[src/sv/dsg_pkg.sv]
package dsg_pkg;

	// field widths
	localparam int CENTER_W = 14;
	localparam int COORD_W  = 15;
	localparam int RADIUS_W = 5;
	localparam int OFFS_W   = 6;
	localparam int AREA_W   = 10;
	localparam int DIM_W    = 13;
	localparam int ROW_W    = 12;

	localparam logic [DIM_W-1:0] DIM_LIMIT = 13'd4096;
	localparam logic [DIM_W-1:0] DIM_RESET = 13'd1024;

	// configuration register indexes
	localparam logic CFG_MASK_WIDTH  = 1'b0;
	localparam logic CFG_MASK_HEIGHT = 1'b1;

	// one unclipped row span handed from front to back
	typedef struct packed {
		logic signed [COORD_W-1:0] row;
		logic signed [COORD_W-1:0] lo;
		logic signed [COORD_W-1:0] hi;
		logic                      last;
	} span_cmd_t;

	// smallest s with s*s >= n, digit-by-digit over five result bits
	function automatic logic [OFFS_W-1:0] ceil_sqrt(input logic [AREA_W-1:0] n);
		logic [AREA_W:0] op;
		logic [AREA_W:0] res;
		logic [AREA_W:0] one;
		op  = {1'b0, n};
		res = '0;
		one = 11'd256;
		for (int i = 0; i < 5; i++) begin
			if (op >= res + one) begin
				op  = op - (res + one);
				res = (res >> 1) + one;
			end else begin
				res = res >> 1;
			end
			one = one >> 2;
		end
		return res[OFFS_W-1:0] + {5'd0, (op != '0)};
	endfunction

endpackage

[src/sv/disc_span_generator.sv]
// Filled-disc scanline generator.
// s_* channel: one beat per disc request, s_tdata = {center_y, center_x} plus radius
//   (center_x [13:0], center_y [27:14], disc_radius [32:28]); radius saturates at
//   MAX_RADIUS. A radius r disc yields 2r+1 beats on m_*, top row first.
// m_* channel: one beat per row; m_tdata holds span_row, span_start, span_end
//   (end exclusive, clipped to the mask), m_tuser flags an empty row (off-image or
//   clipped away, payload zero), m_tlast marks the final row of the disc.
// cfg_* channel: index 0 sets mask_width, index 1 mask_height; values above 4096
//   are stored as 4096. Write only while no disc is in flight.
// Timing: the front sequencer walks one row per cycle while the queue is not full;
//   a disc holds the input until its 2r+1 rows are walked, and the next request is
//   taken once the last row enters the queue.
// A small command queue sits between the row sequencer and the clip/output stage,
//   so a stalled m_tready fills the queue and only then halts the sequencer; no beat
//   is lost or repeated.
// Reset: idle, queue empty, both mask dimensions 1024.
module disc_span_generator #(
	parameter int MAX_RADIUS  = 31,
	parameter int QUEUE_DEPTH = 4
) (
	input  logic        clk,
	input  logic        arst_n,
	input  logic        s_tvalid,
	output logic        s_tready,
	input  logic [39:0] s_tdata,   // center_x, center_y, disc_radius, zero pad
	output logic        m_tvalid,
	input  logic        m_tready,
	output logic [39:0] m_tdata,   // span_row, span_start, span_end, zero pad
	output logic        m_tuser,   // span_empty
	output logic        m_tlast,
	input  logic        cfg_valid,
	output logic        cfg_ready,
	input  logic        cfg_index,
	input  logic [12:0] cfg_data
);

	logic [dsg_pkg::DIM_W-1:0] mask_width_q;
	logic [dsg_pkg::DIM_W-1:0] mask_height_q;
	logic [dsg_pkg::DIM_W-1:0] cfg_sat;

	dsg_pkg::span_cmd_t        push_cmd;
	dsg_pkg::span_cmd_t        head_cmd;
	logic                      push_valid;
	logic                      push;
	logic                      q_full;
	logic                      q_not_empty;
	logic                      pop;

	logic [dsg_pkg::ROW_W-1:0] span_row;
	logic [dsg_pkg::DIM_W-1:0] span_start;
	logic [dsg_pkg::DIM_W-1:0] span_end;

	// configuration registers
	assign cfg_ready = 1'b1;
	assign cfg_sat   = (cfg_data > dsg_pkg::DIM_LIMIT) ? dsg_pkg::DIM_LIMIT : cfg_data;

	always_ff @(posedge clk or negedge arst_n) begin
		if (!arst_n) begin
			mask_width_q  <= dsg_pkg::DIM_RESET;
			mask_height_q <= dsg_pkg::DIM_RESET;
		end else if (cfg_valid && cfg_ready) begin
			case (cfg_index)
				dsg_pkg::CFG_MASK_WIDTH:  mask_width_q  <= cfg_sat;
				dsg_pkg::CFG_MASK_HEIGHT: mask_height_q <= cfg_sat;
				default: ;
			endcase
		end
	end

	// row sequencer
	dsg_front #(
		.MAX_RADIUS (MAX_RADIUS)
	) u_front (
		.clk        (clk),
		.arst_n     (arst_n),
		.req_valid  (s_tvalid),
		.req_ready  (s_tready),
		.req_cx     ($signed(s_tdata[13:0])),
		.req_cy     ($signed(s_tdata[27:14])),
		.req_radius (s_tdata[32:28]),
		.cmd_valid  (push_valid),
		.cmd_full   (q_full),
		.cmd        (push_cmd)
	);

	assign push = push_valid && !q_full;

	// command queue
	dsg_fifo #(
		.DEPTH (QUEUE_DEPTH)
	) u_fifo (
		.clk       (clk),
		.arst_n    (arst_n),
		.wr_en     (push),
		.wr_data   (push_cmd),
		.full      (q_full),
		.rd_en     (pop),
		.rd_data   (head_cmd),
		.not_empty (q_not_empty)
	);

	// clip and output stage
	dsg_back u_back (
		.clk         (clk),
		.arst_n      (arst_n),
		.mask_width  (mask_width_q),
		.mask_height (mask_height_q),
		.cmd_valid   (q_not_empty),
		.cmd_pop     (pop),
		.cmd         (head_cmd),
		.out_valid   (m_tvalid),
		.out_ready   (m_tready),
		.span_row    (span_row),
		.span_start  (span_start),
		.span_end    (span_end),
		.span_empty  (m_tuser),
		.last_span   (m_tlast)
	);

	assign m_tdata = {2'b00, span_end, span_start, span_row};

endmodule

[src/sv/dsg_front.sv]
module dsg_front #(
	parameter int MAX_RADIUS = 31
) (
	input  logic                                 clk,
	input  logic                                 arst_n,
	input  logic                                 req_valid,
	output logic                                 req_ready,
	input  logic signed [dsg_pkg::CENTER_W-1:0]  req_cx,
	input  logic signed [dsg_pkg::CENTER_W-1:0]  req_cy,
	input  logic        [dsg_pkg::RADIUS_W-1:0]  req_radius,
	output logic                                 cmd_valid,
	input  logic                                 cmd_full,
	output dsg_pkg::span_cmd_t                   cmd
);

	typedef enum logic [1:0] {
		ST_IDLE = 2'b01,
		ST_RUN  = 2'b10
	} front_state_t;

	localparam logic [dsg_pkg::RADIUS_W-1:0] RMAX = dsg_pkg::RADIUS_W'(MAX_RADIUS);

	front_state_t                        state_q;
	logic signed [dsg_pkg::OFFS_W-1:0]   d_q;
	logic        [dsg_pkg::AREA_W-1:0]   n_q;
	logic signed [dsg_pkg::CENTER_W-1:0] cx_q;
	logic signed [dsg_pkg::CENTER_W-1:0] cy_q;
	logic        [dsg_pkg::RADIUS_W-1:0] r_q;

	logic                                accept;
	logic                                push;
	logic                                at_last;
	logic        [dsg_pkg::RADIUS_W-1:0] r_sat;
	logic        [dsg_pkg::OFFS_W-1:0]   s;
	logic        [dsg_pkg::AREA_W+1:0]   step;
	logic        [dsg_pkg::AREA_W+1:0]   n_next;

	assign req_ready = (state_q == ST_IDLE);
	assign accept    = req_valid && req_ready;
	assign cmd_valid = (state_q == ST_RUN);
	assign push      = cmd_valid && !cmd_full;
	assign at_last   = (d_q == $signed({1'b0, r_q}));
	assign r_sat     = (req_radius > RMAX) ? RMAX : req_radius;

	// n = r*r - d*d stepped down by 2d+1 per row
	assign step   = {{5{d_q[dsg_pkg::OFFS_W-1]}}, d_q, 1'b1};
	assign n_next = {2'b00, n_q} - step;

	// row span before clipping
	assign s        = dsg_pkg::ceil_sqrt(n_q);
	assign cmd.row  = $signed({cy_q[dsg_pkg::CENTER_W-1], cy_q})
	                + $signed({{9{d_q[dsg_pkg::OFFS_W-1]}}, d_q});
	assign cmd.lo   = $signed({cx_q[dsg_pkg::CENTER_W-1], cx_q}) - $signed({9'd0, s});
	assign cmd.hi   = $signed({cx_q[dsg_pkg::CENTER_W-1], cx_q}) + $signed({9'd0, s});
	assign cmd.last = at_last;

	// row sequencer
	always_ff @(posedge clk or negedge arst_n) begin
		if (!arst_n) begin
			state_q <= ST_IDLE;
			d_q     <= '0;
			n_q     <= '0;
			r_q     <= '0;
		end else begin
			case (state_q)
				ST_IDLE: begin
					if (accept) begin
						state_q <= ST_RUN;
						r_q     <= r_sat;
						d_q     <= $signed(~{1'b0, r_sat} + 6'd1);
						n_q     <= '0;
					end
				end
				ST_RUN: begin
					if (push) begin
						if (at_last) begin
							state_q <= ST_IDLE;
						end else begin
							d_q <= d_q + 6'sd1;
							n_q <= n_next[dsg_pkg::AREA_W-1:0];
						end
					end
				end
				default: state_q <= ST_IDLE;
			endcase
		end
	end

	// held centre
	always_ff @(posedge clk) begin
		if (accept) begin
			cx_q <= req_cx;
			cy_q <= req_cy;
		end
	end

endmodule

[src/sv/dsg_fifo.sv]
module dsg_fifo #(
	parameter int DEPTH = 4
) (
	input  logic               clk,
	input  logic               arst_n,
	input  logic               wr_en,
	input  dsg_pkg::span_cmd_t wr_data,
	output logic               full,
	input  logic               rd_en,
	output dsg_pkg::span_cmd_t rd_data,
	output logic               not_empty
);

	localparam int PTR_W = (DEPTH > 1) ? $clog2(DEPTH) : 1;
	localparam int CNT_W = $clog2(DEPTH + 1);
	localparam logic [PTR_W-1:0] PTR_LAST = PTR_W'(DEPTH - 1);
	localparam logic [CNT_W-1:0] CNT_FULL = CNT_W'(DEPTH);

	dsg_pkg::span_cmd_t   mem_q [DEPTH];
	logic [PTR_W-1:0]     wr_ptr_q;
	logic [PTR_W-1:0]     rd_ptr_q;
	logic [CNT_W-1:0]     count_q;

	assign full      = (count_q == CNT_FULL);
	assign not_empty = (count_q != '0);
	assign rd_data   = mem_q[rd_ptr_q];

	// pointers and fill count
	always_ff @(posedge clk or negedge arst_n) begin
		if (!arst_n) begin
			wr_ptr_q <= '0;
			rd_ptr_q <= '0;
			count_q  <= '0;
		end else begin
			if (wr_en) begin
				wr_ptr_q <= (wr_ptr_q == PTR_LAST) ? '0 : wr_ptr_q + 1'b1;
			end
			if (rd_en) begin
				rd_ptr_q <= (rd_ptr_q == PTR_LAST) ? '0 : rd_ptr_q + 1'b1;
			end
			if (wr_en && !rd_en) begin
				count_q <= count_q + 1'b1;
			end else if (rd_en && !wr_en) begin
				count_q <= count_q - 1'b1;
			end
		end
	end

	// entry storage
	always_ff @(posedge clk) begin
		if (wr_en) begin
			mem_q[wr_ptr_q] <= wr_data;
		end
	end

endmodule

[src/sv/dsg_back.sv]
module dsg_back (
	input  logic                             clk,
	input  logic                             arst_n,
	input  logic [dsg_pkg::DIM_W-1:0]        mask_width,
	input  logic [dsg_pkg::DIM_W-1:0]        mask_height,
	input  logic                             cmd_valid,
	output logic                             cmd_pop,
	input  dsg_pkg::span_cmd_t               cmd,
	output logic                             out_valid,
	input  logic                             out_ready,
	output logic [dsg_pkg::ROW_W-1:0]        span_row,
	output logic [dsg_pkg::DIM_W-1:0]        span_start,
	output logic [dsg_pkg::DIM_W-1:0]        span_end,
	output logic                             span_empty,
	output logic                             last_span
);

	logic                             load;
	logic signed [dsg_pkg::COORD_W-1:0] w_s;
	logic signed [dsg_pkg::COORD_W-1:0] h_s;
	logic signed [dsg_pkg::COORD_W-1:0] lo_c;
	logic signed [dsg_pkg::COORD_W-1:0] hi_c;
	logic                             empty;

	assign load    = !out_valid || out_ready;
	assign cmd_pop = cmd_valid && load;

	// clip against the mask
	assign w_s   = $signed({2'b00, mask_width});
	assign h_s   = $signed({2'b00, mask_height});
	assign lo_c  = (cmd.lo < 0) ? '0 : cmd.lo;
	assign hi_c  = (cmd.hi > w_s) ? w_s : cmd.hi;
	assign empty = (cmd.row < 0) || (cmd.row >= h_s) || (lo_c >= hi_c);

	// output register
	always_ff @(posedge clk or negedge arst_n) begin
		if (!arst_n) begin
			out_valid <= 1'b0;
		end else if (load) begin
			out_valid <= cmd_valid;
		end
	end

	always_ff @(posedge clk) begin
		if (cmd_pop) begin
			span_empty <= empty;
			last_span  <= cmd.last;
			span_row   <= empty ? '0 : cmd.row[dsg_pkg::ROW_W-1:0];
			span_start <= empty ? '0 : lo_c[dsg_pkg::DIM_W-1:0];
			span_end   <= empty ? '0 : hi_c[dsg_pkg::DIM_W-1:0];
		end
	end

endmodule

[config.mk]
export PLATFORM = sky130hd
export DESIGN_NAME = disc_span_generator
export DESIGN_NICKNAME = d
export VERILOG_FILES = /design/src/sv/dsg_pkg.sv /design/src/sv/disc_span_generator.sv /design/src/sv/dsg_front.sv /design/src/sv/dsg_fifo.sv /design/src/sv/dsg_back.sv
export SDC_FILE = /design/constraint.sdc
export NUM_CORES = 1
export LEC_CHECK = 0
export ABC_AREA = 1
export BUFFER_PORTS_ARGS = -buffer_cell sky130_fd_sc_hd__buf_2
export CAP_MARGIN = 30
export CORE_MARGIN = 10
export CORE_UTILIZATION = 45
export DETAILED_ROUTE_END_ITERATION = 10
export PLACE_DENSITY_LB_ADDON = 0.15
export RECOVER_POWER = 50
export SYNTH_ARGS = -nofsm -noshare
export SYNTH_HDL_FRONTEND = slang
export SYNTH_SLANG_ARGS = --single-unit
[constraint.sdc]
create_clock -name clk -period 10.6 [get_ports clk]
set_input_delay 2.12 -clock clk [delete_from_list [all_inputs] [get_ports clk]]
set_output_delay 2.12 -clock clk [all_outputs]
set_load 0.01 [all_outputs]
==> results of run 1 <==
## final timing paths
path | slack (ns) | to | cells past startpoint
min in group asynchronous | 2.78 | mask_width_q[12] | 2
setup / recovery | 1.92 | u_fifo.mem_q[3][29] | 47
setup reg to reg | 1.92 | u_fifo.mem_q[3][29] | 47
max in group asynchronous | 5.97 | u_front.n_q[0] | 2
hold / removal | 0.43 | u_front.state_q[0] | 1
hold reg to reg | 0.43 | u_front.state_q[0] | 1
## routing by layer
metal,routed length [um],part of all wire
met1,16400,0.46
met2,17000,0.47
met3,1770,0.049
met4,632,0.018
met5,0,0
## state kept, by name, indices dropped and copies added, names as in the netlist, 2 cells and up
name,count
u_fifo.wr_ptr_q,2
u_front.n_q,10
u_fifo.rd_ptr_q,2
u_front.cy_q,14
mask_width_q,13
u_front.d_q,6
u_back.span_start,13
u_fifo.mem_q,180
u_front.r_q,5
u_back.span_end,13
u_back.span_row,12
u_front.state_q,2
u_front.cx_q,14
u_fifo.count_q,3
mask_height_q,13
## layout make-up
cell class	instances	area [um^2]
sequential	305	8880
clock inverter	7	68.8
tap	455	569
clock buffer	55	1030
multi-input combinational	1013	5950
inverter	184	696
fill	3236	16800
timing repair buffer	107	533
## metrics by stage
| step | hold slack (ns) | utilization | worst slack (ns) | instances |
|---|---|---|---|---|
| 2_1_floorplan | 0.405 | - | 3.07 | 1553 |
| 3_3_place_gp | 0.413 | 0.483 | 2.00 | 2063 |
| 3_5_place_dp | 0.421 | 0.483 | 1.87 | 2064 |
| 4_1_cts | 0.429 | 0.515 | 1.82 | 2126 |
| 5_1_grt | 0.469 | 0.513 | 0.928 | 2126 |
| 6_report | 0.430 | 0.513 | 1.92 | 2126 |
## cell families (layout without fill, tap and decap cells)
kind of cell | count (synthesis) | in the layout | synth area share
AOI/OAI and AO/OA | 311 | 311 | 0.110
xor gates and xnor gates | 52 | 52 | 0.0290
adders and majority gates | 105 | 105 | 0.0859
buffers and inverters | 235 | 353 | 0.0591
DFF | 305 | 305 | 0.564
muxes | 1 | 1 | 0.000716
other | 2 | 3 | 0.000478
and+or+nand+nor | 541 | 541 | 0.151
## synthesized netlist by cell type (all sizes together), types with 12 or more instances
| master | number |
|---|---|
| ha | 100 |
| o22ai | 37 |
| dfrtp | 54 |
| nand3 | 49 |
| a21oi | 71 |
| inv | 183 |
| xor2 | 45 |
| nor3 | 14 |
| clkbuf | 40 |
| nand4 | 12 |
| nor2 | 204 |
| nand2 | 246 |
| o21ai | 162 |
| edfxtp | 248 |
==> results.json, run 1 <==
{
  "insertion_delay_ns": 0.52,
  "finalClockSkew_ns": 0.0160,
  "use_met1": 0.226,
  "r2r-start": "u_front.n_q[6]",
  "netlist_area_mm2": 0.0157,
  "cts_tree": "yes",
  "clkTransAtPathRegs_ns": 0.06,
  "gp_congestion": 0.841,
  "tightest_slew_ns": 3.25,
  "cp_max_fo": 16,
  "grt_pass1_vias": 10594,
  "setup_tns_ns": 0,
  "ys_warn_count": 0,
  "ys_ff_latch": 305,
  "clock_sinks": 305,
  "critPathKind": "flop to flop",
  "grt.busiest_layer": "met2",
  "dominantRegCellSynth": "edfxtp_1",
  "synth_cell_types": 55,
  "cp-startpoint": "u_front.n_q[6]",
  "maxCapViolCount": 5,
  "synth_edf_count": 248,
  "synthCells": 1552,
  "maxSlewHeadroom": -1.17,
  "final_nets": 1809,
  "path_buf_inv": 5,
  "diodes": 0,
  "h-tree-depth": 2,
  "numCtsBuffers": 34,
  "grt_max_degree": 58,
  "drtIter0Drc": 671,
  "period_share": 0.819,
  "wl_um": 35800,
  "firstDrtPassIters": 5,
  "cts_hold_buf": 0,
  "violations": "max-capacitance violations, max-slew violations",
  "slew_viol_final": 242,
  "rsz0062_at_grt": "no",
  "start_util": 0.455,
  "hold_path.startpoint": "u_front.state_q[1]",
  "slowest_stage": "dfrtp_1",
  "layout_commonest_cell": "edfxtp_1",
  "run_status": "finished with violations",
  "cts.path.max_buffers": 3,
  "dpl.hpwl_um": 24600,
  "io_pins": 104,
  "globalRouteMet3Util": 0.0243,
  "ys_async_sr_fraction": 0.187,
  "die_area_mm2": 0.0428,
  "antenna_found_initial": 0,
  "synth_top_cells_by_area": "edfxtp_1, dfrtp_1, ha_1, nand2_1, o21ai_0",
  "drc_errors": 0,
  "dieHeight_um": 207,
  "start_kind": "flop",
  "cp-end-kind": "flop",
  "synth_top_area_share": 0.474,
  "wire_per_inst_um": 16.8,
  "rows": 68,
  "synth_top_area_cell": "edfxtp_1",
  "final_cell_mix": "edfxtp_1, nand2_1, nor2_1",
  "hp-class": "flop to flop",
  "cts-root-buf": "clkbuf_16",
  "grt_usage": 0.167,
  "drtAntennaViolNets": 0,
  "fmax_ghz": 0.115,
  "setup_violations": 0,
  "die_w_um": 207,
  "vias_per_cell": 5.12,
  "placed_area_mm2": 0.0167,
  "cpPeakStageDelay_ns": 0.45,
  "critPathRequiredTime_ns": 10.91,
  "hold_violations": 0,
  "path_delay_family": "simple AND/OR/NAND/NOR gates",
  "cts_setup_buffers": 0,
  "yosysSeqAreaShare": 0.564,
  "drive_gt1_frac": 0.118,
  "vias": 10878,
  "grt.met2_usage": 0.277,
  "avgSynthCellArea_um2": 10.1,
  "cts_resized": 0,
  "min_period_ns": 8.68,
  "critPathMostFrequentCell": "ha_1",
  "area_delta_synth_final_pct": 12.7,
  "grt_pass1_wl_um": 56500,
  "cp.arrival_ns": 8.99,
  "core_mm2": 0.0345,
  "grt-ovfl-total": 0,
  "final_cell_area_mm2": 0.0177,
  "port_buffers": 93
}
Power of run 1 is not shown: default switching activity piles up to over one toggle a cycle in this logic, so the estimate is an artifact.
==> run 2, diff against run 1 <==
clock period = 7.7 ns   (was 10.6 ns; I/O delays follow)
==> run 2 against run 1 <==
Net effect:
- worst hold slack better by 0.0062 ns
- global-route usage increased by 0.27 points
- via count up 3.1%
- setup slack got worse by 1.5 ns
- clock-buffer cell count decreased by 7
- core utilization rose by 2.4 points
- critical path type unchanged
- sequential share of layout area decreased by 2.3 points
- critical path depth is 5 higher
- the flow still finishes with violations (max-capacitance violations, max-slew violations)
- die area unchanged
- register-to-register slack worse by 1.5 ns
==> results.json, run 2 (same netlist as run 1, synthesis figures left out) <==
{
  "multi_input_area_mm2": 0.00618,
  "dpl.hpwl_um": 25400,
  "core_mm2": 0.0345,
  "postLayoutCoreUtil": 0.538,
  "start_kind": "flop",
  "r2r-end": "u_fifo.mem_q[2][29]",
  "clkTransAtPathRegs_ns": 0.06,
  "cp-end-kind": "flop",
  "wl_um": 36400,
  "run_status": "finished with violations",
  "tightest_slew_ns": 3.32,
  "path_buf_inv": 9,
  "cpPeakStageDelay_ns": 0.43,
  "ff2ff_setup_slack_ns": 0.39,
  "cts-root-buf": "clkbuf_16",
  "worstHoldEndpoint": "u_front.state_q[0]",
  "firstDrtPassIters": 5,
  "drtAntennaViolNets": 0,
  "diodes": 0,
  "setup_violations": 0,
  "hp-class": "flop to flop",
  "drive_gt1_frac": 0.159,
  "cts_tree": "yes",
  "maxCapViolCount": 5,
  "h-tree-depth": 2,
  "port_buffers": 93,
  "final_nets": 1893,
  "cp_max_fo": 8,
  "slew_viol_final": 241,
  "min_period_ns": 7.31,
  "largest_reg_flops": 180,
  "maxSlewHeadroom": -1.21,
  "grt_usage": 0.170,
  "dieHeight_um": 207,
  "cts.path.max_buffers": 3,
  "vias": 11219,
  "numCtsBuffers": 36,
  "holdPathStages": 1,
  "rows": 68,
  "drc_errors": 0,
  "cts_hold_buf": 0,
  "violations": "max-capacitance violations, max-slew violations",
  "grt_max_degree": 65,
  "cp.arrival_ns": 7.58,
  "finalClockSkew_ns": 0.0209,
  "top_regs": "u_fifo.mem_q: 180 flops, u_front.cx_q: 14 flops, u_front.cy_q: 14 flops",
  "insertion_delay_ns": 0.53,
  "area_delta_synth_final_pct": 18.1,
  "wire_per_inst_um": 16.5,
  "grt_pass1_wl_um": 57900,
  "critPathKind": "flop to flop",
  "die_area_mm2": 0.0428,
  "grt-ovfl-total": 0,
  "hold_violations": 0,
  "largest-register": "u_fifo.mem_q",
  "slowest_stage": "dfrtp_1",
  "drtIter0Drc": 665,
  "fmax_ghz": 0.137,
  "start_util": 0.455,
  "r2r-start": "u_front.n_q[7]",
  "num-fill-cells": 3109,
  "grt_pass1_vias": 11104,
  "hold_path.startpoint": "u_front.state_q[1]",
  "gp_congestion": 0.854,
  "final_cell_mix": "edfxtp_1, nand2_1, nor2_1",
  "path_delay_family": "simple AND/OR/NAND/NOR gates",
  "layout_commonest_cell": "edfxtp_1",
  "clock_sinks": 305,
  "critPathRequiredTime_ns": 7.97,
  "antenna_found_initial": 0,
  "io_pins": 104,
  "vias_per_cell": 5.08,
  "ff2ff_path_depth": 52,
  "regArea_mm2": 0.00888,
  "period_share": 0.950,
  "die_w_um": 207
}
## run 2: worst max-delay path by stage
stage | slack, ns | to | depth (start not counted) | startpoint
after floorplan | 0.17 | u_fifo.mem_q[0][29] | 50 | u_front.n_q[6]
after global placement | 0.13 | u_fifo.mem_q[2][14] | 47 | u_front.n_q[7]
after detailed placement | 0.07 | u_fifo.mem_q[1][14] | 47 | u_front.n_q[7]
after CTS | 0.03 | u_fifo.mem_q[1][14] | 47 | u_front.n_q[7]
after global routing | -0.12 | u_fifo.mem_q[2][29] | 55 | u_front.n_q[7]
final | 0.39 | u_fifo.mem_q[2][29] | 52 | u_front.n_q[7]
## run 2: what timing repair did
item,CTS,global route
setup endpoints to repair,0,84
gates resized for setup,0,56
setup buffers,0,6
## run 2: final cells by class
cell class / instances / area share
clock inverters: 16 / 0.00781
flip-flops and latches: 305 / 0.478
well taps: 455 / 0.0307
repair buffers: 189 / 0.0598
inverters: 184 / 0.0376
multi-input cells: 1013 / 0.333
clock buffers: 48 / 0.0532
## run 2: routing by layer
| metal | part of all wire | up-vias | track usage | wire length, um |
|---|---|---|---|---|
| met5 | 0 | - | 0 | 0 |
| met4 | 0.025 | 0 | 0.0559 | 923 |
| met3 | 0.045 | 58 | 0.0272 | 1650 |
| met2 | 0.47 | 213 | 0.278 | 17200 |
| met1 | 0.46 | 5281 | 0.226 | 16700 |
| li1 | - | 5667 | - | - |
## run 2: through the flow
step	setup TNS (ns)	setup WS [ns]	hold WS [ns]	cell area, um^2	instances
2_1_floorplan	0	0.168	0.405	15700	1553
3_3_place_gp	0	0.134	0.414	17300	2139
3_5_place_dp	0	0.0736	0.427	17300	2140
4_1_cts	0	0.0272	0.435	18400	2204
5_1_grt	-0.521	-0.116	0.470	18600	2210
6_report	0	0.388	0.436	18600	2210
Power of run 2 is left out for the same reason.
